--- src/hw/rtl/byte_counted_descriptor_queue_macros.svh ---
// ----------------------------------------------------------------------------
// byte counted descriptor queue assertion macros
// shared concurrent assertion forms, clocked on clk and disabled in reset
// ----------------------------------------------------------------------------
`ifndef BYTE_COUNTED_DESCRIPTOR_QUEUE_MACROS_SVH
`define BYTE_COUNTED_DESCRIPTOR_QUEUE_MACROS_SVH

// same-cycle implication
`define BCDQ_AST_IMP(lbl, cond, prop, msg) \
	lbl: assert property (@(posedge clk) disable iff (!arst_n) (cond) |-> (prop)) \
		else $error(msg);

// next-cycle implication
`define BCDQ_AST_NXT(lbl, cond, prop, msg) \
	lbl: assert property (@(posedge clk) disable iff (!arst_n) (cond) |=> (prop)) \
		else $error(msg);

`endif

--- src/hw/rtl/bcdq_pkg.sv ---
// ----------------------------------------------------------------------------
// bcdq_pkg
// shared constants, types and helpers of the byte counted descriptor queue
// ----------------------------------------------------------------------------
package bcdq_pkg;

	// ring geometry
	localparam int RING_DEPTH = 16;
	localparam int LEN_BITS   = 16;

	// port field widths
	localparam int ADDR_W  = 32;
	localparam int FLEN_W  = 16;
	localparam int AMT_W   = 20;
	localparam int TOT_W   = 20;
	localparam int DRN_W   = 32;

	// derived widths
	localparam int PTR_W   = $clog2(RING_DEPTH);
	localparam int CNT_W   = $clog2(RING_DEPTH + 1);
	localparam int SUM_W   = CNT_W + 1;
	localparam int MOVED_W = ((LEN_BITS > AMT_W) ? LEN_BITS : AMT_W) + 1;

	localparam logic [CNT_W-1:0] RING_FULL = CNT_W'(RING_DEPTH);

	// command codes
	localparam logic [1:0] CMD_ENQ   = 2'd0;
	localparam logic [1:0] CMD_MOVE  = 2'd1;
	localparam logic [1:0] CMD_TRIM  = 2'd2;
	localparam logic [1:0] CMD_CLEAR = 2'd3;

	// ring select codes
	localparam logic SEL_QUEUED  = 1'b0;
	localparam logic SEL_PENDING = 1'b1;

	typedef struct packed {
		logic [ADDR_W-1:0]   addr;
		logic [LEN_BITS-1:0] len;
	} entry_t;

	localparam int ENTRY_W = $bits(entry_t);

	typedef struct packed {
		logic [PTR_W-1:0] head;
		logic [CNT_W-1:0] count;
		logic [TOT_W-1:0] unread;
		logic [DRN_W-1:0] drained;
	} ring_t;

	typedef struct packed {
		logic             we;
		logic [PTR_W-1:0] waddr;
		entry_t           wdata;
		logic             re;
		logic [PTR_W-1:0] raddr;
	} ram_req_t;

	typedef struct packed {
		logic [1:0]        cmd;
		logic              queue_sel;
		logic [ADDR_W-1:0] entry_addr;
		logic [FLEN_W-1:0] entry_len;
		logic [AMT_W-1:0]  amount;
		logic              drain_flag;
	} req_t;

	typedef struct packed {
		logic [TOT_W-1:0]  bytes_done;
		logic              status;
		logic [TOT_W-1:0]  queued_unread;
		logic [TOT_W-1:0]  pending_unread;
		logic [DRN_W-1:0]  queued_drained;
		logic [DRN_W-1:0]  pending_drained;
		logic [ADDR_W-1:0] head_addr;
		logic [FLEN_W-1:0] head_len;
	} res_t;

	// ring slot at head plus offset, offset never above the depth
	function automatic logic [PTR_W-1:0] slot_add(logic [PTR_W-1:0] head,
		logic [CNT_W-1:0] off);
		logic [SUM_W-1:0] s;
		s = SUM_W'(head) + SUM_W'(off);
		if (s >= SUM_W'(RING_DEPTH)) begin
			s = s - SUM_W'(RING_DEPTH);
		end
		return s[PTR_W-1:0];
	endfunction

	// port length to stored length
	function automatic logic [LEN_BITS-1:0] len_in(logic [FLEN_W-1:0] v);
		logic [31:0] w;
		w = 32'(v);
		return w[LEN_BITS-1:0];
	endfunction

	// stored length to port length
	function automatic logic [FLEN_W-1:0] len_out(logic [LEN_BITS-1:0] v);
		logic [31:0] w;
		w = 32'(v);
		return w[FLEN_W-1:0];
	endfunction

	// stored length folded into a 20-bit total
	function automatic logic [TOT_W-1:0] len_tot(logic [LEN_BITS-1:0] v);
		logic [31:0] w;
		w = 32'(v);
		return w[TOT_W-1:0];
	endfunction

	// 32-bit value cut to a stored length
	function automatic logic [LEN_BITS-1:0] to_len(logic [31:0] v);
		return v[LEN_BITS-1:0];
	endfunction

endpackage

--- src/hw/rtl/bcdq_ram.sv ---
// ----------------------------------------------------------------------------
// bcdq_ram
// generic single write, single read ram with registered read data
// ----------------------------------------------------------------------------
module bcdq_ram #(
	parameter int WIDTH = 8,
	parameter int DEPTH = 16
) (
	input  logic                     clk,
	input  logic                     we,
	input  logic [$clog2(DEPTH)-1:0] waddr,
	input  logic [WIDTH-1:0]         wdata,
	input  logic                     re,
	input  logic [$clog2(DEPTH)-1:0] raddr,
	output logic [WIDTH-1:0]         rdata
);

	logic [WIDTH-1:0] mem [DEPTH];

	// write port
	always_ff @(posedge clk) begin
		if (we) begin
			mem[waddr] <= wdata;
		end
	end

	// read port, data holds while re is low
	always_ff @(posedge clk) begin
		if (re) begin
			rdata <= mem[raddr];
		end
	end

endmodule

--- src/hw/rtl/bcdq_engine.sv ---
// ----------------------------------------------------------------------------
// bcdq_engine
// command sequencer: ring pointers and totals, walks ring entries through
// the two descriptor rams one entry per cycle
// ----------------------------------------------------------------------------
`include "byte_counted_descriptor_queue_macros.svh"

module bcdq_engine (
	input  logic              clk,
	input  logic              arst_n,
	input  logic              req_valid,
	input  bcdq_pkg::req_t    req,
	output logic              busy,
	input  bcdq_pkg::entry_t  q_rdata,
	input  bcdq_pkg::entry_t  p_rdata,
	output bcdq_pkg::ram_req_t q_req,
	output bcdq_pkg::ram_req_t p_req,
	input  logic              res_free,
	output logic              res_valid,
	output bcdq_pkg::res_t    res
);
	import bcdq_pkg::*;

	localparam logic [2:0] S_IDLE = 3'd0;
	localparam logic [2:0] S_EXEC = 3'd1;
	localparam logic [2:0] S_MOVE = 3'd2;
	localparam logic [2:0] S_TRIM = 3'd3;
	localparam logic [2:0] S_HEAD = 3'd4;
	localparam logic [2:0] S_RES  = 3'd5;

	logic [2:0]          state_q, state_d;
	ring_t               qr_q, qr_d, pr_q, pr_d;

	// latched request
	logic [1:0]          cmd_q;
	logic                sel_q;
	logic [ADDR_W-1:0]   addr_q;
	logic [LEN_BITS-1:0] len_q;
	logic [AMT_W-1:0]    amount_q;
	logic                drain_q;

	// working registers
	logic [AMT_W-1:0]    left_q, left_d;
	logic [TOT_W-1:0]    done_q, done_d;
	logic [MOVED_W-1:0]  moved_q, moved_d;
	logic                status_q, status_d;

	logic                accept;
	ring_t               tr, tr_n;
	logic                tr_upd;
	ram_req_t            t_req;
	entry_t              ent;
	entry_t              t_rdata;
	logic [MOVED_W-1:0]  moved_n;
	logic [AMT_W-1:0]    left_n;

	assign busy    = (state_q != S_IDLE);
	assign accept  = req_valid && !busy;
	assign tr      = (sel_q == SEL_PENDING) ? pr_q : qr_q;
	assign t_rdata = (sel_q == SEL_PENDING) ? p_rdata : q_rdata;

	// next state and ram requests
	always_comb begin
		state_d   = state_q;
		qr_d      = qr_q;
		pr_d      = pr_q;
		left_d    = left_q;
		done_d    = done_q;
		moved_d   = moved_q;
		status_d  = status_q;
		tr_n      = tr;
		tr_upd    = 1'b0;
		t_req     = '0;
		q_req     = '0;
		p_req     = '0;
		ent       = '0;
		moved_n   = moved_q;
		left_n    = left_q;
		res_valid = 1'b0;

		unique case (state_q)
			S_IDLE: begin
				if (accept) begin
					state_d  = S_EXEC;
					left_d   = req.amount;
					done_d   = '0;
					moved_d  = '0;
					status_d = 1'b0;
				end
			end
			S_EXEC: begin
				state_d = S_HEAD;
				unique case (cmd_q)
					CMD_ENQ: begin
						if (qr_q.count == RING_FULL) begin
							status_d = 1'b1;
						end else begin
							q_req.we    = 1'b1;
							q_req.waddr = slot_add(qr_q.head, qr_q.count);
							q_req.wdata = '{addr: addr_q, len: len_q};
							qr_d.count  = qr_q.count + CNT_W'(1);
							qr_d.unread = qr_q.unread + len_tot(len_q);
						end
					end
					CMD_MOVE: begin
						if (qr_q.count != '0 && amount_q != '0 &&
							pr_q.count != RING_FULL) begin
							q_req.re    = 1'b1;
							q_req.raddr = qr_q.head;
							state_d     = S_MOVE;
						end
					end
					CMD_TRIM: begin
						tr_upd = 1'b1;
						if (drain_q) begin
							tr_n.drained = tr.drained + DRN_W'(amount_q);
						end
						if (left_q != '0 && tr.count != '0) begin
							t_req.re    = 1'b1;
							t_req.raddr = tr.head;
							state_d     = S_TRIM;
						end
					end
					CMD_CLEAR: begin
						// unread always equals the sum of the entry lengths
						tr_upd      = 1'b1;
						done_d      = tr.unread;
						tr_n.head   = slot_add(tr.head, tr.count);
						tr_n.count  = '0;
						tr_n.unread = '0;
					end
					default: begin
						state_d = S_HEAD;
					end
				endcase
			end
			S_MOVE: begin
				// relink the queued head to the pending tail
				ent          = q_rdata;
				p_req.we     = 1'b1;
				p_req.waddr  = slot_add(pr_q.head, pr_q.count);
				p_req.wdata  = ent;
				pr_d.count   = pr_q.count + CNT_W'(1);
				pr_d.unread  = pr_q.unread + len_tot(ent.len);
				qr_d.unread  = qr_q.unread - len_tot(ent.len);
				qr_d.drained = qr_q.drained + DRN_W'(ent.len);
				qr_d.head    = slot_add(qr_q.head, CNT_W'(1));
				qr_d.count   = qr_q.count - CNT_W'(1);
				moved_n      = moved_q + MOVED_W'(ent.len);
				moved_d      = moved_n;
				done_d       = moved_n[TOT_W-1:0];
				if (qr_d.count != '0 && moved_n < MOVED_W'(amount_q) &&
					pr_d.count != RING_FULL) begin
					q_req.re    = 1'b1;
					q_req.raddr = qr_d.head;
				end else begin
					state_d = S_HEAD;
				end
			end
			S_TRIM: begin
				ent    = t_rdata;
				tr_upd = 1'b1;
				if (32'(ent.len) <= 32'(left_q)) begin
					// whole head entry dropped
					left_n      = left_q - len_tot(ent.len);
					left_d      = left_n;
					done_d      = done_q + len_tot(ent.len);
					tr_n.unread = tr.unread - len_tot(ent.len);
					tr_n.head   = slot_add(tr.head, CNT_W'(1));
					tr_n.count  = tr.count - CNT_W'(1);
					if (left_n != '0 && tr_n.count != '0) begin
						t_req.re    = 1'b1;
						t_req.raddr = tr_n.head;
					end else begin
						state_d = S_HEAD;
					end
				end else begin
					// head partly consumed, write back the shrunk entry
					t_req.we         = 1'b1;
					t_req.waddr      = tr.head;
					t_req.wdata.addr = ent.addr + ADDR_W'(left_q);
					t_req.wdata.len  = to_len(32'(ent.len) - 32'(left_q));
					tr_n.unread      = tr.unread - left_q;
					done_d           = done_q + left_q;
					left_d           = '0;
					state_d          = S_HEAD;
				end
			end
			S_HEAD: begin
				// the last ring write lands before this read is issued, so this read sees it
				p_req.re    = 1'b1;
				p_req.raddr = pr_q.head;
				state_d     = S_RES;
			end
			S_RES: begin
				if (res_free) begin
					res_valid = 1'b1;
					state_d   = S_IDLE;
				end
			end
			default: begin
				state_d = S_IDLE;
			end
		endcase

		// route target ring updates and ram accesses
		if (tr_upd) begin
			if (sel_q == SEL_PENDING) begin
				pr_d = tr_n;
			end else begin
				qr_d = tr_n;
			end
		end
		if (t_req.we || t_req.re) begin
			if (sel_q == SEL_PENDING) begin
				p_req = t_req;
			end else begin
				q_req = t_req;
			end
		end
	end

	// result assembly
	always_comb begin
		res.bytes_done      = done_q;
		res.status          = status_q;
		res.queued_unread   = qr_q.unread;
		res.pending_unread  = pr_q.unread;
		res.queued_drained  = qr_q.drained;
		res.pending_drained = pr_q.drained;
		if (pr_q.count != '0) begin
			res.head_addr = p_rdata.addr;
			res.head_len  = len_out(p_rdata.len);
		end else begin
			res.head_addr = '0;
			res.head_len  = '0;
		end
	end

	// control state
	always_ff @(posedge clk or negedge arst_n) begin
		if (!arst_n) begin
			state_q <= S_IDLE;
			qr_q    <= '0;
			pr_q    <= '0;
		end else begin
			state_q <= state_d;
			qr_q    <= qr_d;
			pr_q    <= pr_d;
		end
	end

	// request and working registers
	always_ff @(posedge clk) begin
		if (accept) begin
			cmd_q    <= req.cmd;
			sel_q    <= req.queue_sel;
			addr_q   <= req.entry_addr;
			len_q    <= len_in(req.entry_len);
			amount_q <= req.amount;
			drain_q  <= req.drain_flag;
		end
		left_q   <= left_d;
		done_q   <= done_d;
		moved_q  <= moved_d;
		status_q <= status_d;
	end

	`BCDQ_AST_NXT(a_accept_exec, accept, state_q == S_EXEC, "accepted request did not start")
	`BCDQ_AST_IMP(a_move_room, state_q == S_MOVE, qr_q.count != '0 && pr_q.count != RING_FULL, "move step without source entry or room")
	`BCDQ_AST_IMP(a_trim_live, state_q == S_TRIM, left_q != '0 && tr.count != '0, "trim step on empty ring or zero remainder")
	`BCDQ_AST_NXT(a_move_keep, state_q == S_MOVE, SUM_W'(qr_q.count) + SUM_W'(pr_q.count) == $past(SUM_W'(qr_q.count) + SUM_W'(pr_q.count)), "move lost or duplicated an entry")
	`BCDQ_AST_NXT(a_clear_empty, state_q == S_EXEC && cmd_q == CMD_CLEAR, tr.count == '0 && tr.unread == '0, "clear left entries behind")

endmodule

--- src/hw/rtl/byte_counted_descriptor_queue.sv ---
// ----------------------------------------------------------------------------
// byte_counted_descriptor_queue
// enqueue and clear go from the exec state via the head read and result
// states to the output register; move and trim first walk the ring entries,
// one descriptor ram read each. A request is taken only while the engine is
// idle; a result held in the output register does not hold off the next
// request, but its result then keeps the engine busy until the register frees
// reset: pointers, counts and totals clear at once; ram contents stay
// unknown, and no slot's data is used before that slot is written
// ----------------------------------------------------------------------------
module byte_counted_descriptor_queue (
	input  logic                           clk,
	input  logic                           arst_n,
	input  logic                           in_valid,
	output logic                           in_stall,
	input  logic [1:0]                     cmd,
	input  logic                           queue_sel,
	input  logic [bcdq_pkg::ADDR_W-1:0]    entry_addr,
	input  logic [bcdq_pkg::FLEN_W-1:0]    entry_len,
	input  logic [bcdq_pkg::AMT_W-1:0]     amount,
	input  logic                           drain_flag,
	output logic                           out_valid,
	input  logic                           out_stall,
	output logic [bcdq_pkg::TOT_W-1:0]     bytes_done,
	output logic                           status,
	output logic [bcdq_pkg::TOT_W-1:0]     queued_unread_out,
	output logic [bcdq_pkg::TOT_W-1:0]     pending_unread_out,
	output logic [bcdq_pkg::DRN_W-1:0]     queued_drained_out,
	output logic [bcdq_pkg::DRN_W-1:0]     pending_drained_out,
	output logic [bcdq_pkg::ADDR_W-1:0]    pending_head_addr,
	output logic [bcdq_pkg::FLEN_W-1:0]    pending_head_len
);
	import bcdq_pkg::*;

	req_t     req;
	ram_req_t q_req, p_req;
	entry_t   q_rdata, p_rdata;
	logic     res_free, res_valid;
	res_t     res, res_q;
	logic     out_valid_q;

	assign req = '{cmd: cmd, queue_sel: queue_sel, entry_addr: entry_addr,
		entry_len: entry_len, amount: amount, drain_flag: drain_flag};

	// descriptor ring of the queued side
	bcdq_ram #(.WIDTH(ENTRY_W), .DEPTH(RING_DEPTH)) u_queued_ram (
		.clk   (clk),
		.we    (q_req.we),
		.waddr (q_req.waddr),
		.wdata (q_req.wdata),
		.re    (q_req.re),
		.raddr (q_req.raddr),
		.rdata (q_rdata)
	);

	// descriptor ring of the pending side
	bcdq_ram #(.WIDTH(ENTRY_W), .DEPTH(RING_DEPTH)) u_pending_ram (
		.clk   (clk),
		.we    (p_req.we),
		.waddr (p_req.waddr),
		.wdata (p_req.wdata),
		.re    (p_req.re),
		.raddr (p_req.raddr),
		.rdata (p_rdata)
	);

	bcdq_engine u_engine (
		.clk       (clk),
		.arst_n    (arst_n),
		.req_valid (in_valid),
		.req       (req),
		.busy      (in_stall),
		.q_rdata   (q_rdata),
		.p_rdata   (p_rdata),
		.q_req     (q_req),
		.p_req     (p_req),
		.res_free  (res_free),
		.res_valid (res_valid),
		.res       (res)
	);

	// output register, free when empty or being taken
	assign res_free = !out_valid_q || !out_stall;

	always_ff @(posedge clk or negedge arst_n) begin
		if (!arst_n) begin
			out_valid_q <= 1'b0;
		end else if (res_valid) begin
			out_valid_q <= 1'b1;
		end else if (!out_stall) begin
			out_valid_q <= 1'b0;
		end
	end

	always_ff @(posedge clk) begin
		if (res_valid) begin
			res_q <= res;
		end
	end

	assign out_valid           = out_valid_q;
	assign bytes_done          = res_q.bytes_done;
	assign status              = res_q.status;
	assign queued_unread_out   = res_q.queued_unread;
	assign pending_unread_out  = res_q.pending_unread;
	assign queued_drained_out  = res_q.queued_drained;
	assign pending_drained_out = res_q.pending_drained;
	assign pending_head_addr   = res_q.head_addr;
	assign pending_head_len    = res_q.head_len;

endmodule
--- config.mk ---
export PLATFORM = sky130hd
export DESIGN_NAME = byte_counted_descriptor_queue
export DESIGN_NICKNAME = d
export VERILOG_FILES = /design/src/hw/rtl/bcdq_pkg.sv /design/src/hw/rtl/bcdq_ram.sv /design/src/hw/rtl/bcdq_engine.sv /design/src/hw/rtl/byte_counted_descriptor_queue.sv
export VERILOG_INCLUDE_DIRS = /design/src /design/src/hw/rtl
export SDC_FILE = /design/constraint.sdc
export NUM_CORES = 2
export LEC_CHECK = 0
export BUFFER_PORTS_ARGS = -buffer_cell sky130_fd_sc_hd__buf_4
export CAP_MARGIN = 40
export CORE_MARGIN = 1
export CORE_UTILIZATION = 55
export CTS_CLUSTER_SIZE = 10
export DETAILED_ROUTE_END_ITERATION = 12
export MAX_ROUTING_LAYER = met4
export PLACE_DENSITY_LB_ADDON = 0.15
export SLEW_MARGIN = 30
export SYNTH_ARGS = -nofsm -noshare
export SYNTH_HDL_FRONTEND = slang
export SYNTH_SLANG_ARGS = --single-unit
--- constraint.sdc ---
create_clock -name clk -period 32 [get_ports clk]
set_clock_uncertainty 0.2 [all_clocks]
set_input_delay 3.2 -clock clk [delete_from_list [all_inputs] [get_ports clk]]
set_output_delay 3.2 -clock clk [all_outputs]
set_load 0.1 [all_outputs]
== Word-level counts from Yosys, hierarchy flattened ==
Memories as Yosys holds them, arrays and structs flattened. A register that Yosys moved wholly into a read port is not among the register bits.
Index checks and enable logic that the tools add are counted.
Widths: inputs -> output; s select.
Word-level totals
  flip-flop bits (word level): 433
  RAM bits: 1536
  input bits: 76
  output and inout port bits: 175
  memories kept: 2
Memories
  u_pending_ram.mem: depth 16, bits a word 48, read ports 1, clocked after memory_dff 1, write ports 1, RTL line bcdq_ram.sv:18  | logic [WIDTH-1:0] mem [DEPTH];
  u_queued_ram.mem: depth 16, bits a word 48, read ports 1, clocked after memory_dff 1, write ports 1, RTL line bcdq_ram.sv:18
Operators by class
  add/subtract/negate cells: 27
  magnitude comparators: 7
  eq/ne operators: 19
  mux-type cells: 76
  reductions and logical operators: 34
Operator list (count)
  $mux 53: 6
  $mux 58: 4
  $mux 61: 3
  $mux 32: 4
  $mux 20: 6
  $mux 57: 2
  $pmux 20 s4: 1
  $mux 25: 3
  $add 32x20->32: 2
  $add 20x16->20: 3
  $reduce_bool 20->1: 3
  $sub 20x16->20: 3
  $pmux 29 s2: 1
  $pmux 25 s2: 1
  $mux 48: 1
  $pmux 21 s2: 1
  $mux 5: 8
  $pmux 20 s2: 1
  $add 32x16->32: 1
  $mux 29: 1
  $reduce_bool 5->1: 5
  $mux 4: 6
  $add 21x16->21: 1
  $lt 21x20->1: 1
  41 further kinds: 95

== Logic depth before layout (Yosys ltp) ==
  depth in word-level cells: 11
  mapped depth: 39
  mapped depth without buffers: 29

== By module ==
Synthesis repeated with hierarchy kept, for this count alone.
Second synthesis, totals
  cell total of the unflattened synthesis: 5655
  area total of the unflattened synthesis: 90862.1 um^2
By module, submodules not included
  bcdq_ram (u_pending_ram): instances 1, cells each 1242, area each 30175.2 um^2, sequential area each 24503.5 um^2
  bcdq_ram (u_queued_ram): instances 1, cells each 1242, area each 30171.4 um^2, sequential area each 24503.5 um^2
  bcdq_engine: instances 1, cells each 2995, area each 25284.2 um^2, sequential area each 7151.9 um^2
  byte_counted_descriptor_queue: instances 1, cells each 176, area each 5231.3 um^2, sequential area each 5220.0 um^2

== Worst setup path after synthesis ==
Ideal clock, no wire load.
  kind: input to register
  start: in out_stall
  end: reg res_q (netlist bit bytes_done[0]), enable pin
  setup time: 763 ps
  data arrival time: 11528 ps
  path slack: 19509 ps
  cell stages on the path: 1
  path through: a21oi_1
On the way
  word-level cells in the longest chain between the ends: 4
Ends and longest elaborated chain
  start: declaration: RTL line byte_counted_descriptor_queue.sv:23  | input logic out_stall,
  $logic_not 1->1
  $logic_or 1x1->1: RTL line byte_counted_descriptor_queue.sv:83  | assign res_free = !out_valid_q || !out_stall;
  $mux 1: RTL line bcdq_engine.sv:196  | if (res_free) begin
  $mux 1: RTL line bcdq_engine.sv:81  | unique case (state_q)
  end signal: assignment: RTL line byte_counted_descriptor_queue.sv:97  | res_q <= res;
  end: declaration: RTL line byte_counted_descriptor_queue.sv:39  | res_t res, res_q;
Every way passes these cells.
A chain may end at the register's enable or synchronous reset.

== Worst setup path after layout ==
  start: reg u_queued_ram.rdata[0], read port of u_queued_ram.mem
  end: reg u_queued_ram.rdata[44], read port of u_queued_ram.mem, data pin
On the way
  word-level cells in the longest chain between the ends: 9
  elaborated cells on any way between the ends: 19
Ends and longest elaborated chain
  start: declaration: RTL line bcdq_ram.sv:15  | output logic [WIDTH-1:0] rdata
  parallel branches: the longest is 8 deep, another holds $add 21x16->21
  $mux 58 *: RTL line bcdq_engine.sv:214  | if (t_req.we || t_req.re) begin
Mark *: on every way between the ends.

==> results.json <==
{
  "whs_ns": 0.2623,
  "ys_seq_area_frac": 0.6679,
  "pwr-share-comb": 0.367,
  "setup_tns_ns": 0,
  "relSlewSlack": 0.3750,
  "initialDrtViolationCount": 6316,
  "post-route-drc-count": 0,
  "num_vias": 55940,
  "cts_buffers": 230,
  "ys_ff_latch": 2065,
  "via_per_inst": 6.424,
  "dp_hpwl_um": 164000,
  "yosys.area_share.simple": 0.05009,
  "antenna_found_initial": 7,
  "rsz0062_at_grt": "no",
  "ys_types": 86,
  "grt_pass1_vias": 54560,
  "syn2layout_area_growth_pct": 13.73,
  "period_share": 0.2773,
  "crit_required_ns": 32.42,
  "final_antenna_net_count": 0,
  "endpoint_kind": "flop",
  "start_kind": "flop",
  "gp_congestion": 0.9801,
  "worstMarginPinSlew_ns": 0.9276,
  "ctsHoldBuffers": 0,
  "slowest_stage": "buf_4",
  "finalSetupViolations": 0,
  "slew_viol_final": 0,
  "hold_path.class": "flop to flop",
  "grt_overflow": 0,
  "synth-main-ff-cell": "edfxtp_1",
  "layout-drive-gt1-share": 0.1923,
  "power.leakage_nw": 37.33,
  "switchingPower_mw": 3.637,
  "synth_fa_ha_area_frac": 0.03464,
  "cts_tree": "built",
  "grt_pass1_wl_um": 374700,
  "fin_util": 0.6320,
  "dieArea_mm2": 0.1687,
  "cts_root_buf": "clkbuf_16",
  "placed_cell_area_mm2": 0.09757,
  "fin_cells": 8708,
  "clk_pin_slew_ns": 0.06,
  "yosys.area_share.xor_xnor": 0.02040,
  "timing_hold_violations_final": 0,
  "outcome": "complete, no violations",
  "finalWorstSetupSlack_ns": 23.13,
  "grt_max_degree": 96,
  "synth.mux.area_fraction": 0.1118,
  "io-pin-count": 251,
  "fillers": 11850,
  "synthTopCellsByArea": "edfxtp_1 63%, mux4_2 4.7%, dfrtp_1 3.4%",
  "fp-row-count": 149,
  "yosys_warnings": 0,
  "dieHeight_um": 410.8,
  "first_pass_iters": 6,
  "synth_top_area_share": 0.6336,
  "min_period_ns": 8.873,
  "h-tree-depth": 4,
  "postSynthCellCount": 6054,
  "synth_top_family_by_area": "multiplexers",
  "path_common_cell": "o21a_1",
  "clockBufferDepth": 3,
  "ctsResizeCount": 0,
  "die_x_um": 410.8,
  "drt_wl_total_um": 261000,
  "timing.fmax_mhz": 112.7,
  "final_area_mm2": 0.1045,
  "clock_power_share": 0.247,
  "cellPowerDensity_mw_per_mm2": 92.37,
  "core_region_area_mm2": 0.1654,
  "clk_latency_ns": 0.89,
  "worstPathArrival_ns": 9.29,
  "nNetsFinal": 6743,
  "syn-cell-area_mm2": 0.09189,
  "r2r_setup_slack_ns": 23.13,
  "ys_async_sr_fraction": 0.06102,
  "critPathKind": "flop to flop",
  "clkSinkCount": 2065,
  "synth_compound_area_frac": 0.08807,
  "p_sw_frac": 0.3768,
  "synth_edf_count": 1939,
  "place_inst": 8361,
  "p_int_mw": 6.016,
  "drv_cap": 0,
  "initial_core_util": 0.5557,
  "slowest_delay_ns": 0.62,
  "synth_area_per_cell_um2": 15.18,
  "seq_power_share": 0.386,
  "post-cts-setup-buffer-count": 0,
  "vdd_drop_max_mv": 0.07184,
  "wl_per_cell_um": 29.97,
  "track_usage": 0.3168,
  "synth.largest_area_cell": "edfxtp_1",
  "p_total_mw": 9.654,
  "pre_cts_slack_ns": 22.75,
  "portBuffers": 250,
  "cp_max_fo": 53
}
cell families after synthesis:
logic type	after synthesis
compound gates	1234
xor+xnor	214
fa+ha+maj	246
buf+inv	592
flops	2065
mux	743
other cells	2
simple gates	958
worst max-delay path, delay by kind of cell, from the launching register on:
family | cells | cell delay, ns
AND/OR/NAND/NOR | 6 | 1.06
adder cells (fa/ha/maj) | 3 | 1.02
XOR/XNOR | 1 | 0.17
buffers and inverters | 4 | 1.62
AO/OA/AOI/OAI | 13 | 3.14
flip-flops | 1 | 0.55
multiplexers | 2 | 0.79
placed cells by master, fill, tap and decap left out, types with 72 or more instances in the layout:
cell type  synthesis  routed
edfxtp_1        1939    1939
buf_4              8     374
nand2_1          295     289
inv_1            278     277
mux2_2           256     256
o21ai_0          256     239
clkbuf_16          0     235
ha_1             232     232
a21oi_1          223     219
o211ai_1         209     209
mux2i_1          201     199
mux4_2           192     192
nor2_1           213     176
o22ai_1          161     159
xnor2_1          141     141
dfrtp_1          126     126
mux2_1            94      94
nor2b_1           81      81
xor2_1            73      73
nand3_1           76      72
metal layers:
| layer | up-vias | global-route usage | wire length (µm) |
|---|---|---|---|
| met5 | - | - | 0 |
| met4 | 0 | 0.1208 | 10380 |
| met3 | 507 | 0.04974 | 20660 |
| met2 | 2636 | 0.4929 | 124400 |
| met1 | 28490 | 0.4226 | 105500 |
| li1 | 24310 | - | - |
flip-flops by register name, summed over array words and instances (netlist names), 21 cells and up:
register             count
u_pending_ram.mem      768
u_queued_ram.mem       768
u_engine.res           104
u_pending_ram.rdata     48
u_queued_ram.rdata      48
pending_drained_out     32
pending_head_addr       32
queued_drained_out      32
u_engine.addr_q         32
u_engine.moved_q        21
synth_stat cells, types with 67 or more instances:
cell / count
dfrtp_1: 126
ha_1: 232
o211ai_1: 209
inv_1: 278
xor2_1: 73
a21oi_1: 223
nor4_1: 67
nand2_1: 295
mux2i_1: 201
clkbuf_1: 189
xnor2_1: 141
o22ai_1: 161
nand3_1: 76
mux2_2: 256
mux2_1: 94
mux4_2: 192
edfxtp_1: 1939
nor2b_1: 81
o21ai_0: 256
nor2_1: 213
final cells by class:
class                      instances  area [µm²]  share of cell area
antenna                            4       10.01          0.00009578
clock buffer                     302        6162             0.05896
clock inverter                    24       447.9            0.004286
inverter                         280        1052             0.01007
multi-input combinational       3401       28580              0.2735
sequential                      2065       61380              0.5873
tap                             2189        2739             0.02621
timing repair buffer             443        4133             0.03955
power by group through the flow:
stage               clock network, mW  logic [mW]  registers, mW
global placement                    0        3.39           3.77
CTS                              2.42        3.49           3.72
finish                           2.39        3.54           3.72
global route                     2.51        3.80           3.73
detailed placement                  0        3.47           3.77
floorplan                           0        2.18           3.93
worst paths after layout:
| check | start | end | depth (start not counted) |
|---|---|---|---|
| max in group asynchronous | arst_n | u_engine.qr_q[53]$_DFF_PN0_ | 3 |
| min in group asynchronous | arst_n | u_engine.res[79]$_DFFE_PN0P_ | 1 |
| max reg2reg | u_queued_ram.rdata[0]$_DFFE_PP_ | u_queued_ram.rdata[44]$_DFFE_PP_ | 29 |
| min | u_engine.done_q[16]$_DFFE_PP_ | bytes_done[16]$_DFFE_PP_ | 0 |
| max | u_queued_ram.rdata[0]$_DFFE_PP_ | u_queued_ram.rdata[44]$_DFFE_PP_ | 29 |
| min reg2reg | u_engine.done_q[16]$_DFFE_PP_ | bytes_done[16]$_DFFE_PP_ | 0 |
No activity file was read; power rests on OpenSTA's default activity.
